### config.mk
export PLATFORM = sky130hd
export DESIGN_NAME = wav_stream_parser_unit_flat
export DESIGN_NICKNAME = d
export VERILOG_FILES = /design/src/hw/rtl/wsp_pkg.sv /design/src/hw/rtl/wsp_req_if.sv /design/src/hw/rtl/wsp_rsp_if.sv /design/src/hw/rtl/wav_stream_parser_unit.sv /design/src/flat_wrapper.sv
export SDC_FILE = /design/constraint.sdc
export NUM_CORES = 1
export LEC_CHECK = 0
export BUFFER_PORTS_ARGS = -buffer_cell sky130_fd_sc_hd__buf_2
export CORE_MARGIN = 3
export CORE_UTILIZATION = 40
export DETAILED_ROUTE_END_ITERATION = 6
export HOLD_SLACK_MARGIN = 0.12
export PLACE_DENSITY = 0.61
export SETUP_SLACK_MARGIN = 0.15
export SLEW_MARGIN = 10
export SYNTH_ARGS = -nofsm -noshare
export SYNTH_HDL_FRONTEND = slang
export SYNTH_SLANG_ARGS = --single-unit
export TNS_END_PERCENT = 1
### constraint.sdc
create_clock -name clock -period 8.5 [get_ports clock]
set_input_delay 0.425 -clock clock [delete_from_list [all_inputs] [get_ports clock]]
set_output_delay 0.425 -clock clock [all_outputs]
set_load 0.01 [all_outputs]
### src/hw/rtl/wsp_pkg.sv
package wsp_pkg;

   // Field widths of the two channels
   localparam int unsigned ByteWidth   = 8;
   localparam int unsigned KindWidth   = 2;
   localparam int unsigned CodeWidth   = 2;
   localparam int unsigned HalfWidth   = 16;
   localparam int unsigned WordWidth   = 32;

   // Parser phases
   typedef enum logic [4:0] {
      PH_RIFF  = 5'd0,
      PH_RSIZE = 5'd1,
      PH_WAVE  = 5'd2,
      PH_FMT   = 5'd3,
      PH_FSIZE = 5'd4,
      PH_FMTID = 5'd5,
      PH_CHANS = 5'd6,
      PH_RATE  = 5'd7,
      PH_BRATE = 5'd8,
      PH_BLK   = 5'd9,
      PH_BITS  = 5'd10,
      PH_LOOK  = 5'd11,
      PH_SKIP  = 5'd12,
      PH_DTAG  = 5'd13,
      PH_DSIZE = 5'd14,
      PH_SAMP  = 5'd15,
      PH_PAD   = 5'd16,
      PH_DONE  = 5'd17
   } phase_type;

   // Result kinds
   typedef enum logic [KindWidth-1:0] {
      EV_HEADER = 2'd0,
      EV_SAMPLE = 2'd1,
      EV_ERROR  = 2'd2
   } event_type;

   // Error codes
   typedef enum logic [CodeWidth-1:0] {
      ERR_OK     = 2'd0,
      ERR_FORMAT = 2'd1,
      ERR_UNSUPP = 2'd2
   } error_type;

   // Chunk tags, first character in the low byte
   typedef enum logic [1:0] {
      TAG_SEL_RIFF = 2'd0,
      TAG_SEL_WAVE = 2'd1,
      TAG_SEL_FMT  = 2'd2,
      TAG_SEL_DATA = 2'd3
   } tag_sel_type;

   localparam logic [WordWidth-1:0] TagRiff = 32'h4646_4952;
   localparam logic [WordWidth-1:0] TagWave = 32'h4556_4157;
   localparam logic [WordWidth-1:0] TagFmt  = 32'h2074_6d66;
   localparam logic [WordWidth-1:0] TagData = 32'h6174_6164;

   localparam logic [ByteWidth-1:0] CharD = 8'h64;
   localparam logic [ByteWidth-1:0] CharA = 8'h61;

   // Expected tag character at a byte position
   function automatic logic [ByteWidth-1:0] tag_char(input tag_sel_type sel,
                                                     input logic [1:0]  pos);
      logic [WordWidth-1:0] word;
      unique case (sel)
         TAG_SEL_RIFF: word = TagRiff;
         TAG_SEL_WAVE: word = TagWave;
         TAG_SEL_FMT:  word = TagFmt;
         TAG_SEL_DATA: word = TagData;
         default:      word = TagData;
      endcase
      tag_char = word[{pos, 3'b000} +: ByteWidth];
   endfunction

   // One result word
   typedef struct packed {
      event_type              event_kind;
      error_type              error_code;
      logic                   channel_index;
      logic [HalfWidth-1:0]   sample_value;
      logic                   last_sample;
      logic [HalfWidth-1:0]   format_id;
      logic [HalfWidth-1:0]   channel_count;
      logic [WordWidth-1:0]   sample_rate;
      logic [WordWidth-1:0]   byte_rate;
      logic [HalfWidth-1:0]   block_align;
      logic [HalfWidth-1:0]   bits_per_sample;
      logic [WordWidth-1:0]   data_size;
   } rsp_word_type;

endpackage

### src/hw/rtl/wsp_req_if.sv
interface wsp_req_if import wsp_pkg::*; ();
   logic                 valid;
   logic                 ready;
   logic [ByteWidth-1:0] data_byte;
   logic                 restart;

   modport source (output valid, data_byte, restart, input ready);
   modport sink   (input valid, data_byte, restart, output ready);
endinterface

### src/hw/rtl/wsp_rsp_if.sv
interface wsp_rsp_if import wsp_pkg::*; ();
   logic                        valid;
   logic                        ready;
   logic [KindWidth-1:0]        event_kind;
   logic [CodeWidth-1:0]        error_code;
   logic                        channel_index;
   logic signed [HalfWidth-1:0] sample_value;
   logic                        last_sample;
   logic [HalfWidth-1:0]        format_id;
   logic [HalfWidth-1:0]        channel_count;
   logic [WordWidth-1:0]        sample_rate;
   logic [WordWidth-1:0]        byte_rate;
   logic [HalfWidth-1:0]        block_align;
   logic [HalfWidth-1:0]        bits_per_sample;
   logic [WordWidth-1:0]        data_size;

   modport source (output valid, event_kind, error_code, channel_index, sample_value,
                   last_sample, format_id, channel_count, sample_rate, byte_rate,
                   block_align, bits_per_sample, data_size,
                   input ready);
   modport sink   (input valid, event_kind, error_code, channel_index, sample_value,
                   last_sample, format_id, channel_count, sample_rate, byte_rate,
                   block_align, bits_per_sample, data_size,
                   output ready);
endinterface

### src/hw/rtl/wav_stream_parser_unit.sv
// Channel   Dir  Word                        Handshake
// req_if    in   data_byte, restart           valid/ready
// rsp_if    out  event, error, sample, header valid/ready
//
// One byte is taken per cycle; a result, if the byte makes one, is in the
// output register on the next cycle. Parser state and result register are one
// stage apart, so a byte is taken whenever that register is empty or being
// drained. Reset is synchronous and returns the parser to the RIFF tag; a byte
// with restart set does the same before it is parsed. A stalled result holds
// the input side only while it waits.
module wav_stream_parser_unit
   import wsp_pkg::*;
(
   input  logic      clock,
   input  logic      reset,
   wsp_req_if.sink   req_if,
   wsp_rsp_if.source rsp_if
);

   // Parser state
   phase_type            phase_ff, phase_in;
   logic [1:0]           pos_ff, pos_in;
   logic [WordWidth-1:0] field_ff, field_in;
   logic [WordWidth-1:0] look_ff, look_in;
   logic [HalfWidth-1:0] skip_ff, skip_in;
   logic [WordWidth-1:0] data_ff, data_in;
   logic                 chan_ff, chan_in;
   logic [ByteWidth-1:0] hold_ff, hold_in;

   // Format fields
   logic [HalfWidth-1:0] fmt_id_ff, fmt_id_in;
   logic [HalfWidth-1:0] chans_ff, chans_in;
   logic [WordWidth-1:0] rate_ff, rate_in;
   logic [WordWidth-1:0] brate_ff, brate_in;
   logic [HalfWidth-1:0] blk_ff, blk_in;
   logic [HalfWidth-1:0] bits_ff, bits_in;

   // Result register
   logic                 rsp_valid_ff, rsp_valid_in;
   rsp_word_type         rsp_ff, rsp_in;
   logic                 emit;

   // Handshake
   logic                 req_fire;
   logic [ByteWidth-1:0] b;

   assign req_if.ready = !rsp_valid_ff || rsp_if.ready;
   assign req_fire     = req_if.valid && req_if.ready;
   assign b            = req_if.data_byte;

   // State as seen by this byte, after a restart
   phase_type            phase_cur;
   logic [1:0]           pos_cur;
   logic [WordWidth-1:0] field_cur;
   logic [WordWidth-1:0] look_cur;

   assign phase_cur = req_if.restart ? PH_RIFF : phase_ff;
   assign pos_cur   = req_if.restart ? 2'd0 : pos_ff;
   assign field_cur = req_if.restart ? '0 : field_ff;
   assign look_cur  = req_if.restart ? '0 : look_ff;

   // Shared decode
   tag_sel_type          tag_sel;
   logic                 tag_miss;
   logic                 pos_last;
   logic                 field_last;
   logic [WordWidth-1:0] field_acc;
   logic [WordWidth-1:0] look_acc;
   logic [HalfWidth-1:0] look_len;
   logic                 look_is_data;
   logic                 look_short_bad;
   logic                 ss_two;
   logic                 fmt_ok;
   logic [WordWidth-1:0] data_src;
   logic [WordWidth:0]   data_diff;
   logic                 data_lt;
   logic [HalfWidth-1:0] skip_dec;
   logic                 samp_emit;
   logic                 chan_last;
   logic [HalfWidth-1:0] samp_val;

   always_comb begin
      unique case (phase_cur)
         PH_RIFF: tag_sel = TAG_SEL_RIFF;
         PH_WAVE: tag_sel = TAG_SEL_WAVE;
         PH_FMT:  tag_sel = TAG_SEL_FMT;
         default: tag_sel = TAG_SEL_DATA;
      endcase
   end

   assign tag_miss = b != tag_char(tag_sel, pos_cur);
   assign pos_last = pos_cur == 2'd3;

   // Two-byte fields end at position one, four-byte fields at three
   always_comb begin
      unique case (phase_cur) inside
         PH_FMTID, PH_CHANS, PH_BLK, PH_BITS: field_last = pos_cur == 2'd1;
         default:                             field_last = pos_last;
      endcase
   end

   assign field_acc = field_cur | ({{(WordWidth-ByteWidth){1'b0}}, b} << {pos_cur, 3'b000});
   assign look_acc  = look_cur | ({{(WordWidth-ByteWidth){1'b0}}, b} << {pos_cur, 3'b000});
   assign look_len  = look_acc[HalfWidth-1:0];
   assign look_is_data = look_acc == TagData;
   // Extension length zero: the last two look-ahead bytes must open the data tag
   assign look_short_bad = look_acc[23:16] != CharD || b != CharA;

   // Bytes per sample is two: mono block of two, or stereo block of four or five
   assign ss_two = (chans_ff == 16'd1) ? (blk_ff == 16'd2) : (blk_ff[15:1] == 15'd2);
   assign fmt_ok = (chans_ff == 16'd1) ? (blk_ff == 16'd1 || blk_ff == 16'd2) :
                   (chans_ff == 16'd2) ? (blk_ff[15:1] == 15'd1 || blk_ff[15:1] == 15'd2) :
                   1'b0;

   // Remaining data against one frame; the borrow is the compare
   assign data_src  = (phase_cur == PH_DSIZE) ? field_acc : data_ff;
   assign data_diff = {1'b0, data_src} - {{(WordWidth-HalfWidth+1){1'b0}}, blk_ff};
   assign data_lt   = data_diff[WordWidth];
   assign skip_dec  = skip_ff - 16'd1;

   assign samp_emit = !(ss_two && pos_cur == 2'd0);
   assign chan_last = chans_ff == 16'd1 || chan_ff;
   assign samp_val  = ss_two ? {b, hold_ff} : {{8{~b[7]}}, ~b[7], b[6:0]};

   // Next phase
   always_comb begin
      phase_in = phase_cur;
      unique case (phase_cur)
         PH_RIFF, PH_WAVE, PH_FMT, PH_DTAG: begin
            if (tag_miss) begin
               phase_in = PH_DONE;
            end else if (pos_last) begin
               unique case (phase_cur)
                  PH_RIFF: phase_in = PH_RSIZE;
                  PH_WAVE: phase_in = PH_FMT;
                  PH_FMT:  phase_in = PH_FSIZE;
                  default: phase_in = PH_DSIZE;
               endcase
            end
         end
         PH_RSIZE, PH_FSIZE, PH_FMTID, PH_CHANS, PH_RATE, PH_BRATE, PH_BLK, PH_BITS: begin
            if (field_last) begin
               phase_in = phase_type'(phase_cur + 5'd1);
            end
         end
         PH_LOOK: begin
            if (pos_last) begin
               if (look_is_data) begin
                  phase_in = PH_DSIZE;
               end else if (look_len >= 16'd2) begin
                  phase_in = (look_len == 16'd2) ? PH_DTAG : PH_SKIP;
               end else if (look_len == 16'd1) begin
                  phase_in = (b != CharD) ? PH_DONE : PH_DTAG;
               end else begin
                  phase_in = look_short_bad ? PH_DONE : PH_DTAG;
               end
            end
         end
         PH_SKIP: begin
            if (skip_dec == '0) begin
               phase_in = PH_DTAG;
            end
         end
         PH_DSIZE: begin
            if (field_last) begin
               phase_in = (!fmt_ok || data_lt) ? PH_DONE : PH_SAMP;
            end
         end
         PH_SAMP: begin
            if (samp_emit && chan_last) begin
               if (data_lt) begin
                  phase_in = PH_DONE;
               end else if (skip_dec != '0) begin
                  phase_in = PH_PAD;
               end
            end
         end
         PH_PAD: begin
            if (skip_dec == '0) begin
               phase_in = data_lt ? PH_DONE : PH_SAMP;
            end
         end
         default: phase_in = PH_DONE;
      endcase
   end

   // Datapath and result
   always_comb begin
      pos_in    = pos_cur;
      field_in  = field_cur;
      look_in   = look_cur;
      skip_in   = skip_ff;
      data_in   = data_ff;
      chan_in   = req_if.restart ? 1'b0 : chan_ff;
      hold_in   = hold_ff;
      fmt_id_in = fmt_id_ff;
      chans_in  = chans_ff;
      rate_in   = rate_ff;
      brate_in  = brate_ff;
      blk_in    = blk_ff;
      bits_in   = bits_ff;
      emit      = 1'b0;
      rsp_in    = '0;

      unique case (phase_cur)
         PH_RIFF, PH_WAVE, PH_FMT, PH_DTAG: begin
            if (tag_miss) begin
               emit              = 1'b1;
               rsp_in.event_kind = EV_ERROR;
               rsp_in.error_code = ERR_FORMAT;
            end else begin
               pos_in = pos_cur + 2'd1;
            end
         end
         PH_RSIZE, PH_FSIZE, PH_FMTID, PH_CHANS, PH_RATE, PH_BRATE, PH_BLK, PH_BITS: begin
            field_in = field_acc;
            pos_in   = pos_cur + 2'd1;
            if (field_last) begin
               pos_in   = 2'd0;
               field_in = '0;
               unique case (phase_cur)
                  PH_FMTID: fmt_id_in = field_acc[HalfWidth-1:0];
                  PH_CHANS: chans_in  = field_acc[HalfWidth-1:0];
                  PH_RATE:  rate_in   = field_acc;
                  PH_BRATE: brate_in  = field_acc;
                  PH_BLK:   blk_in    = field_acc[HalfWidth-1:0];
                  PH_BITS:  bits_in   = field_acc[HalfWidth-1:0];
                  default:  ;
               endcase
            end
         end
         PH_LOOK: begin
            look_in = look_acc;
            pos_in  = pos_cur + 2'd1;
            if (pos_last && !look_is_data) begin
               if (look_len >= 16'd2) begin
                  skip_in = look_len - 16'd2;
               end else if (look_len == 16'd1) begin
                  pos_in = 2'd1;
                  if (b != CharD) begin
                     emit              = 1'b1;
                     rsp_in.event_kind = EV_ERROR;
                     rsp_in.error_code = ERR_FORMAT;
                  end
               end else begin
                  pos_in = 2'd2;
                  if (look_short_bad) begin
                     emit              = 1'b1;
                     rsp_in.event_kind = EV_ERROR;
                     rsp_in.error_code = ERR_FORMAT;
                  end
               end
            end
         end
         PH_SKIP: begin
            skip_in = skip_dec;
            if (skip_dec == '0) begin
               pos_in = 2'd0;
            end
         end
         PH_DSIZE: begin
            field_in = field_acc;
            pos_in   = pos_cur + 2'd1;
            if (field_last) begin
               pos_in   = 2'd0;
               field_in = '0;
               data_in  = field_acc;
               emit     = 1'b1;
               if (!fmt_ok) begin
                  rsp_in.event_kind = EV_ERROR;
                  rsp_in.error_code = ERR_UNSUPP;
               end else begin
                  rsp_in.event_kind      = EV_HEADER;
                  rsp_in.format_id       = fmt_id_ff;
                  rsp_in.channel_count   = chans_ff;
                  rsp_in.sample_rate     = rate_ff;
                  rsp_in.byte_rate       = brate_ff;
                  rsp_in.block_align     = blk_ff;
                  rsp_in.bits_per_sample = bits_ff;
                  rsp_in.data_size       = field_acc;
                  if (!data_lt) begin
                     data_in = data_diff[WordWidth-1:0];
                     skip_in = blk_ff;
                     chan_in = 1'b0;
                  end
               end
            end
         end
         PH_SAMP: begin
            skip_in = skip_dec;
            if (!samp_emit) begin
               hold_in = b;
               pos_in  = 2'd1;
            end else begin
               pos_in               = 2'd0;
               emit                 = 1'b1;
               rsp_in.event_kind    = EV_SAMPLE;
               rsp_in.channel_index = chan_ff;
               rsp_in.sample_value  = samp_val;
               rsp_in.last_sample   = chan_last && data_lt;
               if (!chan_last) begin
                  chan_in = 1'b1;
               end else if (!data_lt && skip_dec == '0) begin
                  data_in = data_diff[WordWidth-1:0];
                  skip_in = blk_ff;
                  chan_in = 1'b0;
               end
            end
         end
         PH_PAD: begin
            skip_in = skip_dec;
            if (skip_dec == '0 && !data_lt) begin
               data_in = data_diff[WordWidth-1:0];
               skip_in = blk_ff;
               chan_in = 1'b0;
               pos_in  = 2'd0;
            end
         end
         default: ;
      endcase
   end

   // Result valid: set by a producing byte, cleared when taken
   always_comb begin
      rsp_valid_in = rsp_valid_ff;
      if (req_fire) begin
         rsp_valid_in = emit;
      end else if (rsp_if.ready) begin
         rsp_valid_in = 1'b0;
      end
   end

   // Control registers
   always_ff @(posedge clock) begin
      if (reset) begin
         phase_ff     <= PH_RIFF;
         pos_ff       <= 2'd0;
         field_ff     <= '0;
         look_ff      <= '0;
         chan_ff      <= 1'b0;
         rsp_valid_ff <= 1'b0;
      end else begin
         rsp_valid_ff <= rsp_valid_in;
         if (req_fire) begin
            phase_ff <= phase_in;
            pos_ff   <= pos_in;
            field_ff <= field_in;
            look_ff  <= look_in;
            chan_ff  <= chan_in;
         end
      end
   end

   // Payload registers
   always_ff @(posedge clock) begin
      if (req_fire) begin
         skip_ff   <= skip_in;
         data_ff   <= data_in;
         hold_ff   <= hold_in;
         fmt_id_ff <= fmt_id_in;
         chans_ff  <= chans_in;
         rate_ff   <= rate_in;
         brate_ff  <= brate_in;
         blk_ff    <= blk_in;
         bits_ff   <= bits_in;
         if (emit) begin
            rsp_ff <= rsp_in;
         end
      end
   end

   // Output channel
   assign rsp_if.valid           = rsp_valid_ff;
   assign rsp_if.event_kind      = rsp_ff.event_kind;
   assign rsp_if.error_code      = rsp_ff.error_code;
   assign rsp_if.channel_index   = rsp_ff.channel_index;
   assign rsp_if.sample_value    = rsp_ff.sample_value;
   assign rsp_if.last_sample     = rsp_ff.last_sample;
   assign rsp_if.format_id       = rsp_ff.format_id;
   assign rsp_if.channel_count   = rsp_ff.channel_count;
   assign rsp_if.sample_rate     = rsp_ff.sample_rate;
   assign rsp_if.byte_rate       = rsp_ff.byte_rate;
   assign rsp_if.block_align     = rsp_ff.block_align;
   assign rsp_if.bits_per_sample = rsp_ff.bits_per_sample;
   assign rsp_if.data_size       = rsp_ff.data_size;

`ifndef SYNTHESIS
   // An error result always ends the parse
   a_error_ends: assert property (@(posedge clock) disable iff (reset)
      (req_fire && emit && rsp_in.event_kind == EV_ERROR) |=> phase_ff == PH_DONE)
      else $error("error result without end of parse");

   // The final sample always ends the parse
   a_last_ends: assert property (@(posedge clock) disable iff (reset)
      (req_fire && emit && rsp_in.last_sample) |=> phase_ff == PH_DONE)
      else $error("last sample without end of parse");

   // Samples are only decoded for a supported channel count
   a_samp_chans: assert property (@(posedge clock) disable iff (reset)
      (phase_ff == PH_SAMP) |-> (chans_ff == 16'd1 || chans_ff == 16'd2))
      else $error("sample phase with unsupported channel count");

   // A result held in the register blocks the input only while not taken
   a_ready_hold: assert property (@(posedge clock) disable iff (reset)
      (rsp_valid_ff && !rsp_if.ready) |-> !req_if.ready)
      else $error("byte taken while result stalled");
`endif

endmodule

### src/flat_wrapper.sv
// flat-port wrapper written by rule: the top's interface ports become plain ports
module wav_stream_parser_unit_flat import wsp_pkg::*;
  (clock, reset, req_if_valid, req_if_data_byte, req_if_restart, req_if_ready, rsp_if_valid, rsp_if_event_kind, rsp_if_error_code, rsp_if_channel_index, rsp_if_sample_value, rsp_if_last_sample, rsp_if_format_id, rsp_if_channel_count, rsp_if_sample_rate, rsp_if_byte_rate, rsp_if_block_align, rsp_if_bits_per_sample, rsp_if_data_size, rsp_if_ready);
  wsp_req_if req_if_i ();
  wsp_rsp_if rsp_if_i ();
  input  logic clock;
  input  logic reset;
  input wire logic [$bits(req_if_i.valid)-1:0] req_if_valid;
  input wire logic [$bits(req_if_i.data_byte)-1:0] req_if_data_byte;
  input wire logic [$bits(req_if_i.restart)-1:0] req_if_restart;
  output wire logic [$bits(req_if_i.ready)-1:0] req_if_ready;
  output wire logic [$bits(rsp_if_i.valid)-1:0] rsp_if_valid;
  output wire logic [$bits(rsp_if_i.event_kind)-1:0] rsp_if_event_kind;
  output wire logic [$bits(rsp_if_i.error_code)-1:0] rsp_if_error_code;
  output wire logic [$bits(rsp_if_i.channel_index)-1:0] rsp_if_channel_index;
  output wire logic [$bits(rsp_if_i.sample_value)-1:0] rsp_if_sample_value;
  output wire logic [$bits(rsp_if_i.last_sample)-1:0] rsp_if_last_sample;
  output wire logic [$bits(rsp_if_i.format_id)-1:0] rsp_if_format_id;
  output wire logic [$bits(rsp_if_i.channel_count)-1:0] rsp_if_channel_count;
  output wire logic [$bits(rsp_if_i.sample_rate)-1:0] rsp_if_sample_rate;
  output wire logic [$bits(rsp_if_i.byte_rate)-1:0] rsp_if_byte_rate;
  output wire logic [$bits(rsp_if_i.block_align)-1:0] rsp_if_block_align;
  output wire logic [$bits(rsp_if_i.bits_per_sample)-1:0] rsp_if_bits_per_sample;
  output wire logic [$bits(rsp_if_i.data_size)-1:0] rsp_if_data_size;
  input wire logic [$bits(rsp_if_i.ready)-1:0] rsp_if_ready;
  assign req_if_i.valid = req_if_valid;
  assign req_if_i.data_byte = req_if_data_byte;
  assign req_if_i.restart = req_if_restart;
  assign req_if_ready = req_if_i.ready;
  assign rsp_if_valid = rsp_if_i.valid;
  assign rsp_if_event_kind = rsp_if_i.event_kind;
  assign rsp_if_error_code = rsp_if_i.error_code;
  assign rsp_if_channel_index = rsp_if_i.channel_index;
  assign rsp_if_sample_value = rsp_if_i.sample_value;
  assign rsp_if_last_sample = rsp_if_i.last_sample;
  assign rsp_if_format_id = rsp_if_i.format_id;
  assign rsp_if_channel_count = rsp_if_i.channel_count;
  assign rsp_if_sample_rate = rsp_if_i.sample_rate;
  assign rsp_if_byte_rate = rsp_if_i.byte_rate;
  assign rsp_if_block_align = rsp_if_i.block_align;
  assign rsp_if_bits_per_sample = rsp_if_i.bits_per_sample;
  assign rsp_if_data_size = rsp_if_i.data_size;
  assign rsp_if_i.ready = rsp_if_ready;
  wav_stream_parser_unit u_core (.clock(clock), .reset(reset), .req_if(req_if_i), .rsp_if(rsp_if_i));
endmodule
==> results.tsv, run 1 <==
metric	value	unit
status	completed	
wire length of the first global-routing pass	94600	µm
flip-flop cell with the highest count after synthesis	edfxtp_1	
largest area contributor in the synthesized netlist	edfxtp_1	
yosys warns	0	
startpoint of the tightest hold check path	req_if_data_byte[7]	
Initial Util	40.9	%
routability congestion estimate	0.937	
die outline area	53200	µm²
data arrival time of the worst path	6500	ps
Synth cell types	89	
area grow syn2layout	16.7	%
post-layout power	0.00490	W
Req. time, crit path	8810	ps
number of nets in the finished design	1994	
Die Span X	231	µm
number of buffers created by CTS	48	
highest achievable clock rate	162	MHz
MaxCap Viol Count	0	
total count of max-transition violations in the final report	0	
Detailed Route WL	62900	µm
pin count of the biggest net entering global routing	115	
number of vias per cell	5.79	
switching power summed over all nets	0.00114	W
proportion of power drawn by flip-flops and latches	49.5	%
worst clock skew on the final layout	19.9	ps
flip-flop and latch count after synthesis	439	
sequential share of the synthesized area	61.7	%
post_cts resized	0	
Inserted Diodes	0	
Crit path largest cell delay	800	ps
violation count after the first detailed-routing iteration	1847	
total of endpoints with negative setup slack in the final report	0	
master cell of the clock root buffer	clkbuf_16	
number of vias in the routed layout	15400	
final global-route overflow total	0	
reg2reg end	u_core.data_ff[16]$_DFFE_PP_	
total number of placement rows	81	
Worst R2R Start	u_core.phase_ff[0]$_SDFFE_PP0P_	
maximum net fanout on the critical path	50	
Met1 Wirelength	26700	µm
Synth top cells by count	366 x edfxtp_1, 190 x nor2_1, 132 x nand2_1	
count of unresolved DRC violations after routing	0	
Period minus WS final	6180	ps
die outline height	231	µm
average detailed-routed wire length per instance	23.7	µm
number of top-level pins	197	
synthesized cell area	20200	µm²
max_slew headroom	19.8	%
share of Yosys cell area claimed by the top area cell type	54.4	%
type of the setup path with the least slack	register to register	
source-to-sink clock delay at the later pin of the worst-skew pair	590	ps
iteration count of the initial detailed-routing pass	5	
post-route setup TNS	0	ps
worst hold endpoint	u_core.hold_ff[7]$_DFFE_PP_	
cell family with the largest share of critical-path delay	simple AND/OR/NAND/NOR gates	
topmost layer with routed signal wires	met4	
number of hold violations in the final report	0	
post-detailed-route count of antenna-violating nets	0	
kind of capture point of the worst setup path	register	
R2R depth	17	
portion of the clock cycle consumed by the worst path in the final layout	72.7	%
sink count of the clock tree	439	
part of the total power dissipated in the clock network	43.6	%
asr flop ratio synth	0	%
placed wire-length estimate after detailed placement	42900	µm
met3 wire length	5250	µm
number of flops mapped to enable cells by yosys	366	
Max Root-Sink Buffers	3	
top cells by area in the synthesized netlist	edfxtp_1 54%, dfxtp_1 7.2%, and3_1 3.6%	
H-tree lvl count	2	
hold buffer count at cts	0	
static leakage	9.04	nW
number of antenna violations at the first check in global routing	0	
buffer count from post-CTS setup fixing	0	
crit-path cells	nor2b_1 -> inv_1 -> ha_1 -> and2b_1 -> nand2_2 -> buf_4 -> o21ai_0 -> ha_1 -> a211oi_1 -> nor4_1 -> o2111ai_1 -> nand4_2 -> o21ai_2 -> and2_1 -> nor2_1 -> a22oi_1 -> o21ai_0	
average cell area after synthesis	11.4	µm²
GRT Overall Usage	23.2	%
Peak VDD IR	0.141	mV
TritonCTS clock tree	yes	
number of buffers and inverters on the critical path	2	
crit start category	register	
Worst R2R Setup Slack	2320	ps
Worst-path clk slew	60	ps
Gate Count Post-Synth	1765	
beginning of the critical path	u_core.phase_ff[0]$_SDFFE_PP0P_	
RSZ-0062 raised after global routing	no	
Pwr Density	208	nW/µm²
routed wl met2	28700	µm
number of global-route vias before repair	14800	
share of total power in combinational logic	6.9	%
classification of the worst-slack hold path	primary input to register	
depth of the worst hold-timing path	1	
count of fill cells added during filler insertion	4488	
layout cell share with drive strength beyond 1	17.4	%
most common cell in the synthesized netlist	edfxtp_1	
cell with the largest stage delay on the worst path	and2_1	
slew at the pin with the worst max-slew slack	1200	ps
Port Buf Inserts	196	
Sw Ratio	23.3	%
Placeable Area	49400	µm²
cell-internal power	0.00376	W
[cells in the final DEF (no fill, tap or decap), drive strengths merged, types with 12 or more instances in the layout]
master    n
edfxtp  366
buf     230
nor2    190
nand2   134
and3    116
a21oi   109
a22oi    85
dfxtp    73
o21ai    67
clkbuf   59
inv      57
nor3     54
xnor2    36
conb     27
ha       26
nor4     22
nand3    21
clkinv   18
o221ai   17
nand4    17
a31oi    16
xor2     15
nor2b    13
mux2i    13
a21o     12
o211ai   12
a211oi   12
[worst register-to-register path, stage by stage (launching register included)]
cell and delay (ps):
dfxtp_1 320, nor2b_1 270, inv_1 210, ha_1 360, and2b_1 320, nand2_2 170
buf_4 500, o21ai_0 200, ha_1 390, a211oi_1 380, nor4_1 150, o2111ai_1 370
nand4_2 390, o21ai_2 410, and2_1 800, nor2_1 350, a22oi_1 240, o21ai_0 120
[sequential cells by signal, summed over array words and instances, names as in the netlist, 32 cells and up]
register / count
u_core.brate_ff: 32
u_core.field_ff: 32
u_core.rsp_if.sample_rate: 32
u_core.look_ff: 32
u_core.rate_ff: 32
u_core.rsp_if.data_size: 32
u_core.rsp_if.byte_rate: 32
u_core.data_ff: 32
[metrics by stage]
stage	cell area [µm²]	setup slack, ps	instances	util (%)	hold WS (ps)
detailed placement	21900	2130	2568	44.4	480
global placement	21900	2350	2568	44.4	471
finish	23600	2320	2655	47.7	360
global route	23600	1720	2655	47.7	338
floorplan	20300	875	1791	-	455
CTS	23600	2380	2655	47.7	316
[metal layers]
layer	vias to the layer above	track usage, %
met3	111	4.08
met4	0	8.35
met2	708	36.7
li1	6977	-
met1	7570	32.3
met5	-	0
[worst max-delay path by stage]
stage,end,slack [ps],depth (start not counted)
after global placement,u_core.data_ff[21]$_DFFE_PP_,2350,18
after detailed placement,u_core.data_ff[30]$_DFFE_PP_,2130,18
after global routing,u_core.data_ff[18]$_DFFE_PP_,1720,17
after CTS,u_core.data_ff[30]$_DFFE_PP_,2380,17
final,u_core.data_ff[16]$_DFFE_PP_,2320,17
after floorplan,u_core.rsp_if.bits_per_sample[0]$_SDFFCE_PN0P_,870,17
[final cells by class]
cell class	count	area (µm²)	share of cell area, %
repair buffers	230	1250	5.30
well taps	664	831	3.53
flip-flops and latches	439	12500	52.9
clock inverters	28	348	1.48
inverters	56	215	0.913
multi-input cells	1179	7180	30.5
clock buffers	59	1280	5.45
[power by group through the flow]
stage               clock network [W]  logic (W)  registers, W
finish                        0.00214   0.000339       0.00242
global placement                    0   0.000338       0.00247
CTS                           0.00219   0.000339       0.00243
detailed placement                  0   0.000339       0.00247
global route                  0.00227   0.000363       0.00243
floorplan                           0   0.000163       0.00251
[cell families after synthesis]
kind of cell / Yosys count / synth area share, %
AND/OR/NAND/NOR: 647 / 16.4
adder cells (fa/ha/maj): 27 / 1.71
AO/OA/AOI/OAI: 412 / 13.8
other: 1 / 0.0186
XOR/XNOR: 51 / 2.21
multiplexers: 15 / 0.756
buffers and inverters: 173 / 3.41
flip-flops: 439 / 61.7
Power figures use the tool's default switching activity.
==> run 2, diff against run 1 <==
==> constraint.sdc (replaced) <==
create_clock -name clock -period 5.9 [get_ports clock]
set_input_delay 0.295 -clock clock [delete_from_list [all_inputs] [get_ports clock]]
set_output_delay 0.295 -clock clock [all_outputs]
set_load 0.01 [all_outputs]
==> results.tsv, run 2 (synthesis results as in run 1) <==
metric	value	unit
Worst R2R Start	u_core.pos_ff[0]$_SDFFE_PP0P_	
number of nets in the finished design	2012	
Period minus WS final	5190	ps
kind of capture point of the worst setup path	register	
R2R depth	16	
Port Buf Inserts	196	
startpoint of the tightest hold check path	req_if_data_byte[6]	
maximum net fanout on the critical path	28	
MaxCap Viol Count	0	
die outline area	53200	µm²
Worst R2R Setup Slack	710	ps
Die Span X	231	µm
portion of the clock cycle consumed by the worst path in the final layout	88.0	%
iteration count of the initial detailed-routing pass	7	
sink count of the clock tree	439	
depth of the worst hold-timing path	1	
number of antenna violations at the first check in global routing	2	
status	finished, violations left	
master cell of the clock root buffer	clkbuf_16	
buffer count from post-CTS setup fixing	0	
Placeable Area	49400	µm²
Worst-path clk slew	60	ps
violation count after the first detailed-routing iteration	2121	
worst clock skew on the final layout	28.8	ps
source-to-sink clock delay at the later pin of the worst-skew pair	600	ps
post-detailed-route count of antenna-violating nets	0	
placed wire-length estimate after detailed placement	42700	µm
Req. time, crit path	6220	ps
number of buffers created by CTS	48	
count of fill cells added during filler insertion	4469	
max_slew headroom	22.5	%
most frequent standard cell in the layout excluding fill and tap cells	edfxtp_1	
average detailed-routed wire length per instance	23.4	µm
number of vias in the routed layout	15500	
most used cells in the layout excluding fill and tap cells	366 x edfxtp_1, 196 x buf_2, 186 x nor2_1	
final global-route overflow total	0	
Max Root-Sink Buffers	3	
type of the setup path with the least slack	register to register	
number of global-route vias before repair	14800	
Inserted Diodes	0	
highest achievable clock rate	193	MHz
Initial Util	40.9	%
classification of the worst-slack hold path	primary input to register	
TritonCTS clock tree	yes	
H-tree lvl count	2	
Pwr Density	302	nW/µm²
layout cell share with drive strength beyond 1	19.0	%
static leakage	9.16	nW
data arrival time of the worst path	5510	ps
number of top-level pins	197	
routability congestion estimate	1.00	
total of endpoints with negative setup slack in the final report	0	
violations in the final reports	DRC	
area grow syn2layout	18.2	%
total count of max-transition violations in the final report	0	
fraction of the core area covered by cells at the end of the flow	48.3	%
placed instance count	2585	
slew at the pin with the worst max-slew slack	1160	ps
count of unresolved DRC violations after routing	1	
die outline height	231	µm
number of hold violations in the final report	0	
RSZ-0062 raised after global routing	no	
GRT Overall Usage	23.1	%
pin count of the biggest net entering global routing	108	
reg2reg end	u_core.data_ff[18]$_DFFE_PP_	
Detailed Route WL	62500	µm
worst setup path end	u_core.data_ff[18]$_DFFE_PP_	
beginning of the critical path	u_core.pos_ff[0]$_SDFFE_PP0P_	
post-route setup TNS	0	ps
crit start category	register	
final cell count without fillers	2674	
post-layout power	0.00721	W
Peak VDD IR	0.229	mV
total number of placement rows	81	
number of vias per cell	5.80	
wire length of the first global-routing pass	94300	µm
run 2: layout make-up:
type	instances	area, µm²	area share, %
Sequential cell	439	12500	52.2
Clock inverter	35	469	1.97
Tap cell	664	831	3.48
Multi-Input combinational cell	1179	7250	30.4
Clock buffer	53	1240	5.20
Inverter	56	214	0.897
Timing Repair Buffer	248	1400	5.86
run 2: repair_timing:
action,in CTS,in global routing
resized for setup,0,0
endpoints found under the hold margin,1,0
hold buffers,1,0
run 2: routing by layer:
layer | vias to the layer above | wire length, µm | GRT usage [%]
met5 | - | 0 | 0
met4 | 0 | 1800 | 7.05
met3 | 128 | 5650 | 3.85
met2 | 780 | 28200 | 35.8
met1 | 7555 | 26900 | 33.4
li1 | 7035 | - | -
run 2: worst min-delay path by stage:
| stage | to |
|---|---|
| 3_5_place_dp | u_core.field_ff[8]$_SDFFE_PP0P_ |
| 3_3_place_gp | u_core.look_ff[4]$_SDFFE_PP0P_ |
| 6_report | u_core.hold_ff[6]$_DFFE_PP_ |
| 4_1_cts | u_core.hold_ff[6]$_DFFE_PP_ |
| 2_1_floorplan | u_core.hold_ff[0]$_DFFE_PP_ |
| 5_1_grt | u_core.hold_ff[2]$_DFFE_PP_ |
run 2: stage by stage:
step,setup WS (ps),cell area (µm²),hold slack (ps)
after global placement,766,22100,479
after global routing,335,23900,207
after CTS,852,23900,187
after floorplan,-262,20400,394
after detailed placement,580,22100,486
final,710,23900,232
run 2: worst max-delay path, stage by stage (launching register included):
cell	delay [ps]
dfxtp_1	710
o21bai_1	490
a22o_1	360
mux2i_1	150
ha_1	220
inv_1	70
fa_1	450
a211oi_1	330
nor4_1	150
o2111ai_1	370
nand4_2	270
o21ai_2	330
and2_1	170
buf_4	310
nor2_1	230
a22oi_1	190
o21ai_0	120
run 2: report_power, final:
part | total (W) | switching [W] | internal (W) | leakage, nW
clock network | 0.00321 | 0.00131 | 0.00190 | 0.810
logic | 0.000503 | 0.000363 | 0.000141 | 4.23
registers | 0.00349 | 0.0000334 | 0.00346 | 4.12
total | 0.00721 | 0.00171 | 0.00550 | 9.16
==> run 3, diff against run 2 <==
--- a/config.mk
+++ b/config.mk
@@ -9,6 +9,7 @@
 export CORE_MARGIN = 3
 export CORE_UTILIZATION = 40
 export DETAILED_ROUTE_END_ITERATION = 6
+export GPL_TIMING_DRIVEN = 0
 export HOLD_SLACK_MARGIN = 0.12
 export PLACE_DENSITY = 0.61
 export SETUP_SLACK_MARGIN = 0.15
==> results.tsv, run 3 (synthesis results as in run 1) <==
metric	value	unit
Peak VDD IR	0.214	mV
iteration count of the initial detailed-routing pass	7	
Period minus WS final	5620	ps
Port Buf Inserts	195	
most frequent standard cell in the layout excluding fill and tap cells	edfxtp_1	
average detailed-routed wire length per instance	23.6	µm
classification of the worst-slack hold path	primary input to register	
wire length of the first global-routing pass	96700	µm
maximum net fanout on the critical path	21	
post-detailed-route count of antenna-violating nets	0	
worst hold endpoint	u_core.phase_ff[3]$_SDFFE_PP0P_	
die outline height	231	µm
Max Root-Sink Buffers	3	
Detailed Route WL	65000	µm
pin count of the biggest net entering global routing	44	
depth of the worst hold-timing path	5	
area of all placed cells without fillers	24100	µm²
data arrival time of the worst path	5900	ps
sink count of the clock tree	439	
placed wire-length estimate after detailed placement	47800	µm
highest achievable clock rate	178	MHz
worst clock skew on the final layout	26.8	ps
count of fill cells added during filler insertion	4498	
placed cell area	22400	µm²
Worst R2R Start	u_core.phase_ff[1]$_SDFFE_PP0P_	
fraction of the core area covered by cells at the end of the flow	48.9	%
violations in the final reports	DRC	
area grow syn2layout	19.5	%
Worst R2R Setup Slack	370	ps
share of total power in combinational logic	7.8	%
buffer count from post-CTS setup fixing	0	
number of vias per cell	5.80	
startpoint of the tightest hold check path	req_if_valid	
number of top-level pins	197	
number of antenna violations at the first check in global routing	0	
worst setup slack after layout	283	ps
RSZ-0062 raised after global routing	yes	
status	finished, violations left	
H-tree lvl count	2	
number of nets in the finished design	2092	
Initial Util	40.9	%
final global-route overflow total	0	
most used cells in the layout excluding fill and tap cells	366 x edfxtp_1, 217 x buf_2, 183 x nor2_1	
Sw Ratio	24.3	%
type of the setup path with the least slack	primary input to register	
number of global-route vias before repair	15200	
cell-internal power	0.00526	W
routability congestion estimate	0.937	
total of endpoints with negative setup slack in the final report	0	
number of hold violations in the final report	0	
post-route setup TNS	0	ps
reg2reg end	u_core.data_ff[3]$_DFFE_PP_	
slew at the pin with the worst max-slew slack	1220	ps
Placeable Area	49400	µm²
layout cell share with drive strength beyond 1	18.0	%
post-layout power	0.00694	W
Die Span X	231	µm
static leakage	9.20	nW
violation count after the first detailed-routing iteration	1869	
number of buffers created by CTS	47	
crit start category	primary input	
proportion of power drawn by flip-flops and latches	50.2	%
switching power summed over all nets	0.00168	W
Req. time, crit path	6190	ps
R2R depth	19	
post-placement setup slack	-1520	ps
portion of the clock cycle consumed by the worst path in the final layout	95.2	%
master cell of the clock root buffer	clkbuf_16	
source-to-sink clock delay at the later pin of the worst-skew pair	600	ps
total count of max-transition violations in the final report	0	
number of vias in the routed layout	16000	
total number of placement rows	81	
Worst-path clk slew	60	ps
count of unresolved DRC violations after routing	3	
GRT Overall Usage	24.0	%
Pwr Density	288	nW/µm²
kind of capture point of the worst setup path	register	
part of the total power dissipated in the clock network	42.1	%
MaxCap Viol Count	0	
TritonCTS clock tree	yes	
max_slew headroom	18.0	%
die outline area	53200	µm²
Inserted Diodes	0	
run 3: cell count changes in the layout (fill, tap and decap cells not counted), moves of 4 or more:
cell / before / now
clkinv_4: 2 / 7
buf_2: 196 / 217
dlygate4sd3_1: 1 / 9
clkbuf_2: 0 / 7
buf_12: 2 / 7
buf_4: 49 / 2
bufinv_16: 8 / 3
clkbuf_1: 4 / 83
clkinvlp_4: 9 / 5
run 3: area by class of cell:
type                    count  area, µm²  share of cell area (%)
well taps                 664        831                    3.44
clock buffers              57       1230                    5.12
repair buffers            214       1260                    5.22
multi-input cells        1179       7300                    30.3
clock inverters            30        288                    1.19
plain buffers             115        549                    2.28
inverters                  56        214                   0.887
flip-flops and latches    439      12500                    51.6
run 3: metrics by stage:
stage	hold slack (ps)	cells
after floorplan	394	1791
after global placement	480	2650
after detailed placement	479	2660
after CTS	230	2754
after global routing	319	2754
final	253	2754
run 3: repair_timing:
action                                  CTS  global route
hold endpoints to repair                  9             0
pin swaps                                 0             2
endpoints found under the setup margin  207           205
hold buffers                              9             0
resized for setup                        11            13
run 3: power groups by stage:
stage                     Combinational (W)  Clock [W]  Sequential [W]
after floorplan                    0.000245          0         0.00360
after global placement             0.000503          0         0.00357
after detailed placement           0.000528          0         0.00355
after CTS                          0.000533    0.00297         0.00348
after global routing               0.000575    0.00309         0.00349
final                              0.000540    0.00292         0.00348
run 3: routing by layer:
layer | track usage, % | routed length [µm]
met1 | 33.1 | 27300
met2 | 38.0 | 29600
met3 | 4.54 | 5660
met4 | 8.52 | 2470
met5 | 0 | 0
run 3: critical path, stage by stage:
cell and delay (ps):
buf_2 140, buf_8 160, clkbuf_8 190, buf_6 180
clkbuf_16 190, nor2b_4 170, inv_2 100, ha_4 180
clkbuf_8 160, and2b_2 280, nand2_4 250, buf_2 360
clkbuf_2 300, nand2_1 80, o21ai_0 180, fa_1 340
a211oi_2 120, nor4_2 390, o2111ai_2 240, nand4_4 280
o2111a_1 370, a21oi_1 100, nor2_1 150, o21a_2 380
buf_12 230
run 3: worst max path at each step:
stage / endpoint / start / cells past startpoint
floorplan: u_core.rsp_if.bits_per_sample[0]$_SDFFCE_PN0P_ / req_if_restart / 17
global placement: u_core.rsp_if.byte_rate[2]$_SDFFCE_PN0P_ / req_if_restart / 17
detailed placement: u_core.skip_ff[10]$_DFFE_PP_ / req_if_restart / 24
CTS: u_core.data_ff[28]$_DFFE_PP_ / req_if_restart / 25
global route: u_core.skip_ff[12]$_DFFE_PP_ / req_if_restart / 25
finish: u_core.data_ff[3]$_DFFE_PP_ / req_if_restart / 25
